File: config.mk
export PLATFORM = sky130hd
export DESIGN_NAME = multi_mode_waveform_generator_flat
export DESIGN_NICKNAME = d
export VERILOG_FILES = /design/src/rtl/mmwg_pkg.sv /design/src/rtl/mmwg_if.sv /design/src/rtl/mmwg_sine_rom.sv /design/src/rtl/mmwg_skid.sv /design/src/rtl/multi_mode_waveform_generator.sv /design/src/flat_wrapper.sv
export SDC_FILE = /design/constraint.sdc
export NUM_CORES = 1
export LEC_CHECK = 0
export ABC_AREA = 0
export BUFFER_PORTS_ARGS = -buffer_cell sky130_fd_sc_hd__buf_2
export CORE_MARGIN = 2
export CORE_UTILIZATION = 30
export CTS_BUF_LIST = sky130_fd_sc_hd__clkbuf_4 sky130_fd_sc_hd__clkbuf_8 sky130_fd_sc_hd__clkbuf_16
export DETAILED_ROUTE_END_ITERATION = 8
export PLACE_DENSITY = 0.53
export SLEW_MARGIN = 20
export SYNTH_ARGS = -nofsm -noshare
export SYNTH_HDL_FRONTEND = slang
export SYNTH_SLANG_ARGS = --single-unit
export TNS_END_PERCENT = 20
File: constraint.sdc
create_clock -name clk -period 10.5 [get_ports clk]
set_clock_uncertainty 0.2 [all_clocks]
set_input_delay 0.525 -clock clk [delete_from_list [all_inputs] [get_ports clk]]
set_output_delay 0.525 -clock clk [all_outputs]
set_load 0.005 [all_outputs]
File: src/rtl/mmwg_pkg.sv
// package for the multi-mode waveform generator: widths, codes, record types
// and the sine table builder used by the table ROM
// no dependencies
package mmwg_pkg;

	// table geometry
	localparam int TABLE_DEPTH = 512;
	localparam int SINE_IDX_W = $clog2(TABLE_DEPTH);
	localparam logic [SINE_IDX_W-1:0] SINE_IDX_LAST = SINE_IDX_W'(TABLE_DEPTH - 1);

	// configuration register indexes
	localparam logic [1:0] CFG_PERIOD_START = 2'd0;
	localparam logic [1:0] CFG_PERIOD_STEP = 2'd1;
	localparam logic [1:0] CFG_PERIOD_FLOOR = 2'd2;
	localparam logic [1:0] CFG_COMMAND_BYTE = 2'd3;

	// configuration reset values
	localparam logic [15:0] PERIOD_START_RST = 16'd26300;
	localparam logic [15:0] PERIOD_STEP_RST = 16'd1000;
	localparam logic [15:0] PERIOD_FLOOR_RST = 16'd300;
	localparam logic [7:0] COMMAND_BYTE_RST = 8'd17;

	// level at reset, matches the start-up frame
	localparam logic [7:0] LEVEL_RST = 8'd2;
	localparam logic [7:0] LEVEL_MAX = 8'd255;
	localparam logic [7:0] LEVEL_MIN = 8'd0;

	// item opcodes
	localparam logic OP_TICK = 1'b0;
	localparam logic OP_SWITCH = 1'b1;

	// switch pin patterns that do something beyond the reload copy
	localparam logic [1:0] PINS_SPEED = 2'd1;
	localparam logic [1:0] PINS_MODE = 2'd2;

	typedef enum logic [1:0] {
		MODE_TRI = 2'd0,
		MODE_SAW = 2'd1,
		MODE_SQUARE = 2'd2,
		MODE_SINE = 2'd3
	} wave_mode_t;

	// one result word
	typedef struct packed {
		logic frame_valid;
		logic [15:0] frame_word;
		logic [15:0] reload_period;
		logic [1:0] mode_now;
	} result_t;

	// sine table, built at elaboration in Q60 fixed point
	typedef logic [7:0] sine_tab_t [TABLE_DEPTH];

	localparam logic [63:0] SIN_NUM = 64'd6283184;
	localparam logic [63:0] SIN_DEN = 64'd1000000 * 64'(TABLE_DEPTH);
	localparam logic [63:0] PI_Q60 = 64'h3243F6A8885A308D;
	localparam logic [63:0] HALF_PI_Q60 = 64'h1921FB54442D1846;
	localparam logic [63:0] AMP_Q56 = 64'd127 << 56;

	// (a*b) >> 60 kept to 64 bits
	function automatic logic [63:0] mul_q60(input logic [63:0] a, input logic [63:0] b);
		logic [127:0] p;
		p = {64'd0, a} * {64'd0, b};
		return p[123:60];
	endfunction

	function automatic logic [7:0] sine_sample(input int unsigned k);
		logic [63:0] n, q0, r, f1, f2, th, x2, term, sum, y, t, v;
		logic neg;
		n = SIN_NUM * 64'(k);
		q0 = n / SIN_DEN;
		r = n % SIN_DEN;
		f1 = (r << 30) / SIN_DEN;
		r = (r << 30) % SIN_DEN;
		f2 = (r << 30) / SIN_DEN;
		th = (q0 << 60) + (f1 << 30) + f2;
		neg = 1'b0;
		// fold into the first quarter turn
		if (th >= PI_Q60) begin
			th = th - PI_Q60;
			neg = 1'b1;
		end
		if (th > HALF_PI_Q60) begin
			th = PI_Q60 - th;
		end
		x2 = mul_q60(th, th);
		term = th;
		sum = th;
		// taylor series, twelve terms past the first
		for (int j = 1; j <= 12; j++) begin
			term = mul_q60(term, x2);
			case (j)
				1: term = term / 64'd6;
				2: term = term / 64'd20;
				3: term = term / 64'd42;
				4: term = term / 64'd72;
				5: term = term / 64'd110;
				6: term = term / 64'd156;
				7: term = term / 64'd210;
				8: term = term / 64'd272;
				9: term = term / 64'd342;
				10: term = term / 64'd420;
				11: term = term / 64'd506;
				default: term = term / 64'd600;
			endcase
			if (j[0]) begin
				sum = (sum >= term) ? sum - term : 64'd0;
			end else begin
				sum = sum + term;
			end
		end
		y = 64'd127 * (sum >> 4);
		if (neg) begin
			t = (y >= AMP_Q56) ? 64'd0 : AMP_Q56 - y;
		end else begin
			t = AMP_Q56 + y;
		end
		v = t >> 56;
		if (v > 64'd255) begin
			v = 64'd255;
		end
		return v[7:0];
	endfunction

	function automatic sine_tab_t build_sine_tab();
		sine_tab_t tab;
		for (int k = 0; k < TABLE_DEPTH; k++) begin
			tab[k] = sine_sample(k);
		end
		return tab;
	endfunction

endpackage

File: src/rtl/mmwg_if.sv
// valid/ready channel interfaces for the item and result words
// no dependencies
interface mmwg_item_if;
	logic valid;
	logic ready;
	logic opcode;
	logic [1:0] switch_levels;

	modport source(output valid, output opcode, output switch_levels, input ready);
	modport sink(input valid, input opcode, input switch_levels, output ready);
endinterface

interface mmwg_result_if;
	logic valid;
	logic ready;
	logic frame_valid;
	logic [15:0] frame_word;
	logic [15:0] reload_period;
	logic [1:0] mode_now;

	modport source(output valid, output frame_valid, output frame_word,
		output reload_period, output mode_now, input ready);
	modport sink(input valid, input frame_valid, input frame_word,
		input reload_period, input mode_now, output ready);
endinterface

File: src/rtl/mmwg_sine_rom.sv
// synchronous sine table ROM, one read port with registered data
// depends on mmwg_pkg
module mmwg_sine_rom
	import mmwg_pkg::*;
(
	input logic clk,
	input logic rd_en,
	input logic [SINE_IDX_W-1:0] rd_addr,
	output logic [7:0] rd_data
);

	localparam sine_tab_t SINE_TAB = build_sine_tab();

	logic [7:0] data_q;

	// registered read, held while no word is taken in
	always_ff @(posedge clk) begin
		if (rd_en) begin
			data_q <= SINE_TAB[rd_addr];
		end
	end

	assign rd_data = data_q;

endmodule

File: src/rtl/mmwg_skid.sv
// two-entry output buffer: output register plus skid register
// depends on mmwg_pkg and mmwg_if
module mmwg_skid
	import mmwg_pkg::*;
(
	input logic clk,
	input logic arst_n,
	input logic in_valid,
	output logic in_ready,
	input result_t in_data,
	mmwg_result_if.source result
);

	logic main_valid_q;
	logic skid_valid_q;
	result_t main_q;
	result_t skid_q;
	logic main_free;

	assign main_free = !main_valid_q || result.ready;
	assign in_ready = !skid_valid_q;

	// valid flags
	always_ff @(posedge clk or negedge arst_n) begin
		if (!arst_n) begin
			main_valid_q <= 1'b0;
			skid_valid_q <= 1'b0;
		end else if (main_free) begin
			main_valid_q <= skid_valid_q || in_valid;
			skid_valid_q <= 1'b0;
		end else if (in_valid && in_ready) begin
			skid_valid_q <= 1'b1;
		end
	end

	// payload
	always_ff @(posedge clk) begin
		if (main_free) begin
			main_q <= skid_valid_q ? skid_q : in_data;
		end else if (in_valid && in_ready) begin
			skid_q <= in_data;
		end
	end

	assign result.valid = main_valid_q;
	assign result.frame_valid = main_q.frame_valid;
	assign result.frame_word = main_q.frame_word;
	assign result.reload_period = main_q.reload_period;
	assign result.mode_now = main_q.mode_now;

endmodule

File: src/rtl/multi_mode_waveform_generator.sv
// top level of the multi-mode waveform generator: sequencer state, first stage
// depends on mmwg_pkg, mmwg_if, mmwg_sine_rom, mmwg_skid

// Takes one word per clock while the buffer has room: a tick steps the 8-bit
// level in the current mode (triangle, sawtooth, square, or sine from a
// 512-entry synchronous ROM) and returns the frame command_byte:level; a
// switch word copies the period into the reload value and then, by its pin
// pattern, lowers or restarts the period or cycles the mode. Every word
// gives exactly one result word, carrying the reload value and mode after
// it. Sequencer state updates at the accepting edge, so a new word may
// follow in the very next cycle; the ROM read issued at that edge fills the
// first stage. A two-entry output buffer keeps input accepting while one
// result waits on a stalled output. Configuration writes are taken at any
// edge with cfg_we high and should land only while the block is idle.
module multi_mode_waveform_generator
	import mmwg_pkg::*;
(
	input logic clk,
	input logic arst_n,
	input logic cfg_we,
	input logic [1:0] cfg_index,
	input logic [15:0] cfg_wdata,
	mmwg_item_if.sink item,
	mmwg_result_if.source result
);

	typedef struct packed {
		logic is_tick;
		logic use_rom;
		logic [7:0] level;
		logic [7:0] cmd;
		logic [15:0] reload;
		wave_mode_t mode;
	} s1_t;

	// configuration registers
	logic [15:0] period_start_q;
	logic [15:0] period_step_q;
	logic [15:0] period_floor_q;
	logic [7:0] command_byte_q;

	// sequencer state
	logic [7:0] level_q;
	logic going_down_q;
	wave_mode_t mode_q;
	logic [SINE_IDX_W-1:0] sine_idx_q;
	logic [15:0] period_q;
	logic [15:0] reload_q;

	logic [7:0] level_d;
	logic going_down_d;
	wave_mode_t mode_d;
	logic [SINE_IDX_W-1:0] sine_idx_d;
	logic [15:0] period_d;
	logic [15:0] reload_d;

	logic v_s1;
	s1_t data_s1;
	s1_t next_s1;
	logic [7:0] rom_data;
	logic buf_ready;
	logic acc;
	logic [16:0] wrap_limit;
	result_t buf_data;

	assign item.ready = !v_s1 || buf_ready;
	assign acc = item.valid && item.ready;
	assign wrap_limit = {1'b0, period_floor_q} + {1'b0, period_step_q};

	// configuration write decode
	always_ff @(posedge clk or negedge arst_n) begin
		if (!arst_n) begin
			period_start_q <= PERIOD_START_RST;
			period_step_q <= PERIOD_STEP_RST;
			period_floor_q <= PERIOD_FLOOR_RST;
			command_byte_q <= COMMAND_BYTE_RST;
		end else if (cfg_we) begin
			unique case (cfg_index)
				CFG_PERIOD_START: period_start_q <= cfg_wdata;
				CFG_PERIOD_STEP: period_step_q <= cfg_wdata;
				CFG_PERIOD_FLOOR: period_floor_q <= cfg_wdata;
				CFG_COMMAND_BYTE: command_byte_q <= cfg_wdata[7:0];
				default: ;
			endcase
		end
	end

	// next sequencer state for the word at the input
	always_comb begin
		level_d = level_q;
		going_down_d = going_down_q;
		mode_d = mode_q;
		sine_idx_d = sine_idx_q;
		period_d = period_q;
		reload_d = reload_q;
		if (item.opcode == OP_TICK) begin
			case (mode_q)
				MODE_TRI: begin
					if (!going_down_q) begin
						level_d = level_q + 8'd1;
						going_down_d = (level_d == LEVEL_MAX);
					end else begin
						level_d = level_q - 8'd1;
						going_down_d = (level_d != LEVEL_MIN);
					end
				end
				MODE_SAW: level_d = level_q + 8'd1;
				MODE_SQUARE: begin
					level_d = going_down_q ? LEVEL_MIN : LEVEL_MAX;
					going_down_d = !going_down_q;
				end
				default: begin
					sine_idx_d = (sine_idx_q == SINE_IDX_LAST) ?
						'0 : sine_idx_q + SINE_IDX_W'(1);
				end
			endcase
		end else begin
			reload_d = period_q;
			if (item.switch_levels == PINS_SPEED) begin
				period_d = ({1'b0, period_q} <= wrap_limit) ?
					period_start_q : period_q - period_step_q;
			end else if (item.switch_levels == PINS_MODE) begin
				mode_d = wave_mode_t'(mode_q + 2'd1);
			end
		end
	end

	// state registers, updated at the accepting edge
	always_ff @(posedge clk or negedge arst_n) begin
		if (!arst_n) begin
			level_q <= LEVEL_RST;
			going_down_q <= 1'b0;
			mode_q <= MODE_TRI;
			sine_idx_q <= '0;
			period_q <= PERIOD_START_RST;
			reload_q <= PERIOD_START_RST;
		end else if (acc) begin
			level_q <= level_d;
			going_down_q <= going_down_d;
			mode_q <= mode_d;
			sine_idx_q <= sine_idx_d;
			period_q <= period_d;
			reload_q <= reload_d;
		end
	end

	// sine table read at the current index
	mmwg_sine_rom u_rom (
		.clk(clk),
		.rd_en(acc),
		.rd_addr(sine_idx_q),
		.rd_data(rom_data)
	);

	// first stage record
	always_comb begin
		next_s1.is_tick = (item.opcode == OP_TICK);
		next_s1.use_rom = (mode_q == MODE_SINE);
		next_s1.level = level_d;
		next_s1.cmd = command_byte_q;
		next_s1.reload = reload_d;
		next_s1.mode = mode_d;
	end

	always_ff @(posedge clk or negedge arst_n) begin
		if (!arst_n) begin
			v_s1 <= 1'b0;
		end else if (acc) begin
			v_s1 <= 1'b1;
		end else if (buf_ready) begin
			v_s1 <= 1'b0;
		end
	end

	always_ff @(posedge clk) begin
		if (acc) begin
			data_s1 <= next_s1;
		end
	end

	// form the result word
	always_comb begin
		buf_data.frame_valid = data_s1.is_tick;
		buf_data.frame_word = data_s1.is_tick ?
			{data_s1.cmd, (data_s1.use_rom ? rom_data : data_s1.level)} : 16'd0;
		buf_data.reload_period = data_s1.reload;
		buf_data.mode_now = data_s1.mode;
	end

	mmwg_skid u_skid (
		.clk(clk),
		.arst_n(arst_n),
		.in_valid(v_s1),
		.in_ready(buf_ready),
		.in_data(buf_data),
		.result(result)
	);

	// mode moves only on an accepted mode-cycle switch word
	a_mode_change: assert property (@(posedge clk) disable iff (!arst_n)
		!$stable(mode_q) |-> $past(acc && item.opcode == OP_SWITCH &&
			item.switch_levels == PINS_MODE))
		else $error("mode changed without a mode switch word");

	// sine index moves only on an accepted tick in sine mode
	a_idx_change: assert property (@(posedge clk) disable iff (!arst_n)
		!$stable(sine_idx_q) |-> $past(acc && item.opcode == OP_TICK &&
			mode_q == MODE_SINE))
		else $error("sine index moved outside a sine tick");

	// a switch word copies the period into the reload value
	a_reload_copy: assert property (@(posedge clk) disable iff (!arst_n)
		acc && item.opcode == OP_SWITCH |=> reload_q == $past(period_q))
		else $error("reload value not copied from period");

	// input stalls only while the first stage holds a word
	a_stall_cause: assert property (@(posedge clk) disable iff (!arst_n)
		!item.ready |-> v_s1 && !buf_ready)
		else $error("input stalled with room in the pipeline");

endmodule
File: src/flat_wrapper.sv
// flat-port wrapper written by rule: the top's interface ports become plain ports
module multi_mode_waveform_generator_flat import mmwg_pkg::*;
  (clk, arst_n, cfg_we, cfg_index, cfg_wdata, item_valid, item_opcode, item_switch_levels, item_ready, result_valid, result_frame_valid, result_frame_word, result_reload_period, result_mode_now, result_ready);
  mmwg_item_if item_i ();
  mmwg_result_if result_i ();
  input logic clk;
  input logic arst_n;
  input logic cfg_we;
  input logic [1:0] cfg_index;
  input logic [15:0] cfg_wdata;
  input wire logic [$bits(item_i.valid)-1:0] item_valid;
  input wire logic [$bits(item_i.opcode)-1:0] item_opcode;
  input wire logic [$bits(item_i.switch_levels)-1:0] item_switch_levels;
  output wire logic [$bits(item_i.ready)-1:0] item_ready;
  output wire logic [$bits(result_i.valid)-1:0] result_valid;
  output wire logic [$bits(result_i.frame_valid)-1:0] result_frame_valid;
  output wire logic [$bits(result_i.frame_word)-1:0] result_frame_word;
  output wire logic [$bits(result_i.reload_period)-1:0] result_reload_period;
  output wire logic [$bits(result_i.mode_now)-1:0] result_mode_now;
  input wire logic [$bits(result_i.ready)-1:0] result_ready;
  assign item_i.valid = item_valid;
  assign item_i.opcode = item_opcode;
  assign item_i.switch_levels = item_switch_levels;
  assign item_ready = item_i.ready;
  assign result_valid = result_i.valid;
  assign result_frame_valid = result_i.frame_valid;
  assign result_frame_word = result_i.frame_word;
  assign result_reload_period = result_i.reload_period;
  assign result_mode_now = result_i.mode_now;
  assign result_i.ready = result_ready;
  multi_mode_waveform_generator u_core (.clk(clk), .arst_n(arst_n), .cfg_we(cfg_we), .cfg_index(cfg_index), .cfg_wdata(cfg_wdata), .item(item_i), .result(result_i));
endmodule
Word-level counts from Yosys, hierarchy flattened. Memory sizes are Yosys's and may differ from the RTL's. A register that Yosys moved wholly into a read port is not among the register bits. Index checks and enable logic that the tools add are counted.

Memories: 1. Flip-flop bits (word level): 217. Bits of input ports: 26. Output and inout port bits: 37. Bits in read-only memories: 4096. Word-level logic and storage cells: 92.

Add/sub/neg operators: 6. Muxes and demuxes: 19. Reductions and logical operators: 23. Equal/unequal tests: 11. Order comparisons: 1. Bitwise gates (word level): 4.

Memory list: (no name shown) (words 512, width 8, rd ports 1, clocked after Yosys merged registers in 1, wr ports 0, RTL line mmwg_sine_rom.sv:19) `data_q <= SINE_TAB[rd_addr];`.

Operator list (number): $mux W16 (3); $mux W35 (1); $mux W8 (4); $pmux W8 S3 (1); $add A16 B16 Y17 (1); $le A16 B17 Y1 (1); $sub A16 B16 Y16 (1); $eq A2 B2 Y1 const B (5); $not A9 Y10 (1); $reduce_and A2 Y1 (5); $add A9 B1 Y9 const B (1); $eq A9 B9 Y1 const B (1); $mux W9 (1); $reduce_and A3 Y1 (3); $add A8 B1 Y8 const B (1); $eq A8 B8 Y1 const B (1); $reduce_bool A8 Y1 (1); $sub A8 B1 Y8 const B (1); $eq A2 B1 Y1 const B (3); $mux W2 (3); $mux W1 (5); $logic_not A1 Y1 (4); $logic_not A2 Y1 (2); $reduce_bool A2 Y1 (2); other kinds (7) (12).

Longest topological paths before layout.
Word-level depth: 4. Mapped depth: 19. Gate-level depth less buffers: 18.

Modules after synthesis. From an unflattened synthesis, not the netlist that was laid out.

Cell total of the unflattened synthesis: 1325. Area, all modules: 14023.4 µm².

By module, submodules not included: multi_mode_waveform_generator (times used 1, cells an instance 742, area each 8313.0 µm²); mmwg_sine_rom (times used 1, cells an instance 466, area each 3032.9 µm²); mmwg_skid (times used 1, cells an instance 117, area each 2677.6 µm²).

Least setup slack after synthesis. No wires, ideal clock.

Path type: input port to flip-flop. Start point: input result_ready. End point: register u_core.u_skid.skid_q[0] in the netlist's numbering, enable pin. Path buffers: 0. Slack: 5.705 ns. Required time: 9.822 ns. Arrival: 4.117 ns. Stages: 2. Cell sequence: nand2b_1 > nor3b_1.

Word-level cells in the longest chain between the ends: 3.

Ends and longest elaborated chain: start, declared (RTL line flat_wrapper.sv:20) `input wire logic [$bits(result_i.ready)-1:0] result_ready;`; $logic_or A1 B1 Y1 (RTL line mmwg_skid.sv:20) `assign main_free = !main_valid_q || result.ready;`; $not A1 Y1 (no source line); $reduce_and A2 Y1 (no source line); end signal, assigned (RTL line mmwg_skid.sv:41) `skid_q <= in_data;`; end, declared (RTL line mmwg_skid.sv:17) `result_t skid_q;`.

Every way passes these cells. A chain may end at the register's enable or synchronous reset.

Worst setup path in the final report.
Start point: register u_core.period_step_q[1]. End point: register u_core.period_q[15].

Word-level cells in the longest chain between the ends: 3. Elaborated cells between the ends (all ways): 4. Those cells by class: 2 x add/sub; 1 x order compare; 1 x mux.

Ends and longest elaborated chain: start, declared (RTL line multi_mode_waveform_generator.sv:38) `logic [15:0] period_step_q;`; start signal, assigned (RTL line multi_mode_waveform_generator.sv:80) `CFG_PERIOD_STEP: period_step_q <= cfg_wdata;`; $add A16 B16 Y17 (RTL line multi_mode_waveform_generator.sv:68) `assign wrap_limit = {1'b0, period_floor_q} + {1'b0, period_step_q};`; $le A16 B17 Y1 (RTL line multi_mode_waveform_generator.sv:120) `period_d = ({1'b0, period_q} <= wrap_limit) ?`; $mux W16 * (RTL line multi_mode_waveform_generator.sv:120); end signal, assigned (RTL line multi_mode_waveform_generator.sv:142) `period_q <= period_d;`; end, declared (RTL line multi_mode_waveform_generator.sv:47) `logic [15:0] period_q;`.

Every way passes the cells marked *; elsewhere a longest branch is shown, timed or not.

==> results.sh <==
export IMPL_synth_area_leaders="edfxtp_1 (25%), dfrtp_1 (13%), mux2_2 (11%)"
export IMPL_rsz0062_at_grt="no"
export IMPL_ctsHoldBuffers=2
export IMPL_cts_resized=0
export IMPL_synth_seq_cells=225
export IMPL_p_int_mw=2.52
export IMPL_first_pass_iters=5
export IMPL_drive_above_1_share_pct=23.1
export IMPL_cp_end_kind="register"
export IMPL_hpwl_um=25200
export IMPL_cts_root_buffer="clkbuf_16"
export IMPL_totalWireLength_um=36000
export IMPL_cp_required_ns=10.76
export IMPL_postPlaceCellArea_um2=14600
export IMPL_rows=78
export IMPL_synth_edf_count=114
export IMPL_period_needed_ns=4.59
export IMPL_drc=0
export IMPL_grt_pass1_wl_um=57400
export IMPL_cp_startpoint="u_core.period_step_q[1]$_DFFE_PN0P_"
export IMPL_clock_sinks=225
export IMPL_fin_setup_tns_ns=0
export IMPL_switching_share_pct=38.7
export IMPL_tightest_slew_ns=1.08
export IMPL_cts_tree="yes"
export IMPL_cap_violations=0
export IMPL_core_area_um2=45400
export IMPL_powerDensity_nw_per_um2=266
export IMPL_clk_pin_slew_ns=0.06
export IMPL_syn_num_nets=1429
export IMPL_syn_cell_area_um2=13800
export IMPL_r2r_start="u_core.period_step_q[1]$_DFFE_PN0P_"
export IMPL_fin_area_um2=15500
export IMPL_drtIter0Drc=706
export IMPL_synthToLayoutAreaGrowth_pct=12.3
export IMPL_antenna_left=0
export IMPL_ys_flop_type="edfxtp_1"
export IMPL_nets=1451
export IMPL_synth_area_per_cell_um2=10.4
export IMPL_gp_routability_congestion=0.880
export IMPL_leakage_nw=6.06
export IMPL_ir_worst_vdd_mv=0.137
export IMPL_start_util_pct=30.4
export IMPL_pwr_share_comb_pct=45.3
export IMPL_yosysWarningCount=0
export IMPL_synthArstFlopShare_pct=49.3
export IMPL_cts_inserted_buffers=25
export IMPL_avgRoutedWirePerCell_um=18.3
export IMPL_p_switching_mw=1.59
export IMPL_hold_viol_final=0
export IMPL_ioPinCount=63
export IMPL_yosysSeqAreaShare_pct=45.4
export IMPL_die_w_um=218
export IMPL_crit_fanout=19
export IMPL_clk_latency_ns=0.53
export IMPL_grt_total_usage_pct=15.1
export IMPL_post_cts_setup_buffers=0
export IMPL_die_h_um=218
export IMPL_startpoint_type="register"
export IMPL_hp_class="input pin to register"
export IMPL_clockBufferDepth=3
export IMPL_pwr_share_seq_pct=33.9
export IMPL_grt_pass1_vias=9915
export IMPL_via_per_inst=5.23
export IMPL_synth_top_area_share_pct=24.9
export IMPL_worstPathArrival_ns=4.85
export IMPL_finalPower_mw=4.11
export IMPL_p_clk_share_pct=20.9
export IMPL_yosys_area_top_type="edfxtp_1"
export IMPL_timing_final_crit_share_pct=43.7
export IMPL_r2r_setup_slack_ns=5.91
export IMPL_final_util_pct=34.1
export IMPL_worstSetupPathType="register to register"
export IMPL_setup_violations=0
export IMPL_synthDistinctLibCells=72
export IMPL_status="completed"
export IMPL_synth_cells=1329
export IMPL_relSlewSlack_pct=27.9
export IMPL_route_vias_total=10300
export IMPL_dieArea_um2=47600
export IMPL_antenna_found_initial=3
export IMPL_io_buffers=62
export IMPL_htreeDepth=1
export IMPL_min_delay_start="cfg_wdata[10]"
export IMPL_grt_max_degree=85
export IMPL_fmax_mhz=218
export IMPL_drv_slew=0
export IMPL_globalRouteOverflowTotal=0
## path summary, 6_finish.rpt
check | to | depth (start not counted)
max | u_core.period_q[15]$_DFFE_PN0P_ | 18
min | u_core.period_step_q[10]$_DFFE_PN0P_ | 2
max reg2reg | u_core.period_q[15]$_DFFE_PN0P_ | 18
min reg2reg | u_core.u_skid.skid_q[15]$_DFFE_PP_ | 0
max in group asynchronous | u_core.mode_q[1]$_DFFE_PN0P_ | 3
min in group asynchronous | u_core.period_step_q[10]$_DFFE_PN0P_ | 2
## power groups by stage
stage	clock (mW)	combinational [mW]	sequential, mW
final	0.858	1.86	1.39
after global routing	0.924	2.09	1.43
after CTS	0.883	1.85	1.40
after detailed placement	0	1.84	1.41
after global placement	0	1.83	1.40
after floorplan	0	1.43	1.33
## layer usage
| layer | track usage (%) | vias up | wire length, um |
|---|---|---|---|
| met5 | 0 | - | 13 |
| met4 | 2.95 | 2 | 560 |
| met3 | 1.95 | 41 | 1840 |
| met2 | 24.0 | 291 | 16400 |
| met1 | 21.9 | 4999 | 17200 |
| li1 | - | 4970 | - |
## sequential cells by signal, indices dropped and copies added (netlist names), 2 cells and up
register                            count
u_core.u_skid.skid_q                   35
u_core.buf_data                        19
u_core.data_s1                         17
u_core.period_floor_q                  16
u_core.period_q                        16
u_core.period_start_q                  16
u_core.period_step_q                   16
u_core.reload_q                        16
u_core.u_skid.result.frame_word        16
u_core.u_skid.result.reload_period     16
u_core.sine_idx_q                       9
u_core.command_byte_q                   8
u_core.level_q                          8
u_core.u_rom.rd_data                    8
u_core.mode_q                           2
u_core.u_skid.result.mode_now           2
## metrics by stage
| stage | worst slack [ns] | std cells | hold slack [ns] |
|---|---|---|---|
| final | 5.91 | 1971 | 0.0696 |
| after global routing | 5.55 | 1969 | 0.0548 |
| after CTS | 5.96 | 1969 | 0.0506 |
| after detailed placement | 6.00 | 1922 | 0.235 |
| after global placement | 6.07 | 1921 | 0.229 |
| after floorplan | 5.70 | 1329 | 0.0294 |
## cells in the final DEF (no fill, tap or decap), types with 14 or more instances in the layout
cell type	netlist	routed
nand3_1	29	29
a211oi_1	17	17
buf_2	14	61
nor2_1	82	82
inv_1	45	45
nand2_1	112	112
buf_4	0	15
o21ai_0	93	93
nor3_1	31	31
nand2b_1	21	20
nor2b_1	19	19
xnor2_1	22	22
xor2_1	17	17
dfrtp_1	71	69
clkbuf_16	0	25
and2_1	14	14
a31oi_1	26	26
mux2_2	132	132
mux2i_1	32	32
dfstp_2	40	40
ha_1	72	72
o211ai_1	14	14
a21oi_1	87	87
edfxtp_1	114	114
## logic make-up (layout without fill, tap and decap cells)
kind of cell,count (synthesis),in the layout,share of synthesized area [%]
and+or+nand+nor,357,357,12.5
AOI/OAI and AO/OA,334,334,15.2
DFF,225,225,45.4
muxes,168,168,13.8
buffers and inverters,131,171,3.81
adders and majority gates,75,75,6.90
xor gates and xnor gates,39,39,2.48
other,0,2,0
## synth_stat cells (6+ instances only)
master,number
mux2_2,132
edfxtp_1,114
nand2_1,112
o21ai_0,93
a21oi_1,87
nor2_1,82
ha_1,72
dfrtp_1,71
clkbuf_1,54
inv_1,45
dfstp_2,40
mux2i_1,32
nor3_1,31
nand3_1,29
a31oi_1,26
xnor2_1,22
nand2b_1,21
nor2b_1,19
a211oi_1,17
xor2_1,17
and2_1,14
buf_1,14
buf_2,14
o211ai_1,14
a21o_1,10
o22ai_1,10
o31ai_1,10
and3_1,8
nand3b_1,8
o311ai_0,8
a221oi_1,7
nand4_1,7
or3_1,7
or2_2,6
## layout make-up
type,count,area [um^2]
inverters,47,176
clock buffers,35,726
diodes,2,5.00
fillers,4597,29900
well taps,600,751
repair buffers,79,453
multi-input cells,973,7020
flip-flops and latches,225,6250
clock inverters,10,88.8
## critical path: stages, from the launching register on
cell and delay, ns:
dfrtp_1 0.45, ha_1 0.30, a21o_1 0.16, a21oi_1 0.26, o21ai_0 0.19, a31oi_1 0.26, a21oi_1 0.16, a21o_1 0.20
a21oi_1 0.17, xor2_1 0.17, ha_1 0.27, and3_1 0.15, nand3_1 0.11, nor4_1 0.07, a21oi_1 0.14, o211ai_1 0.27
nor2_8 0.41, or4b_1 0.47, nand4_1 0.08
(Power assumes the default switching activity.)
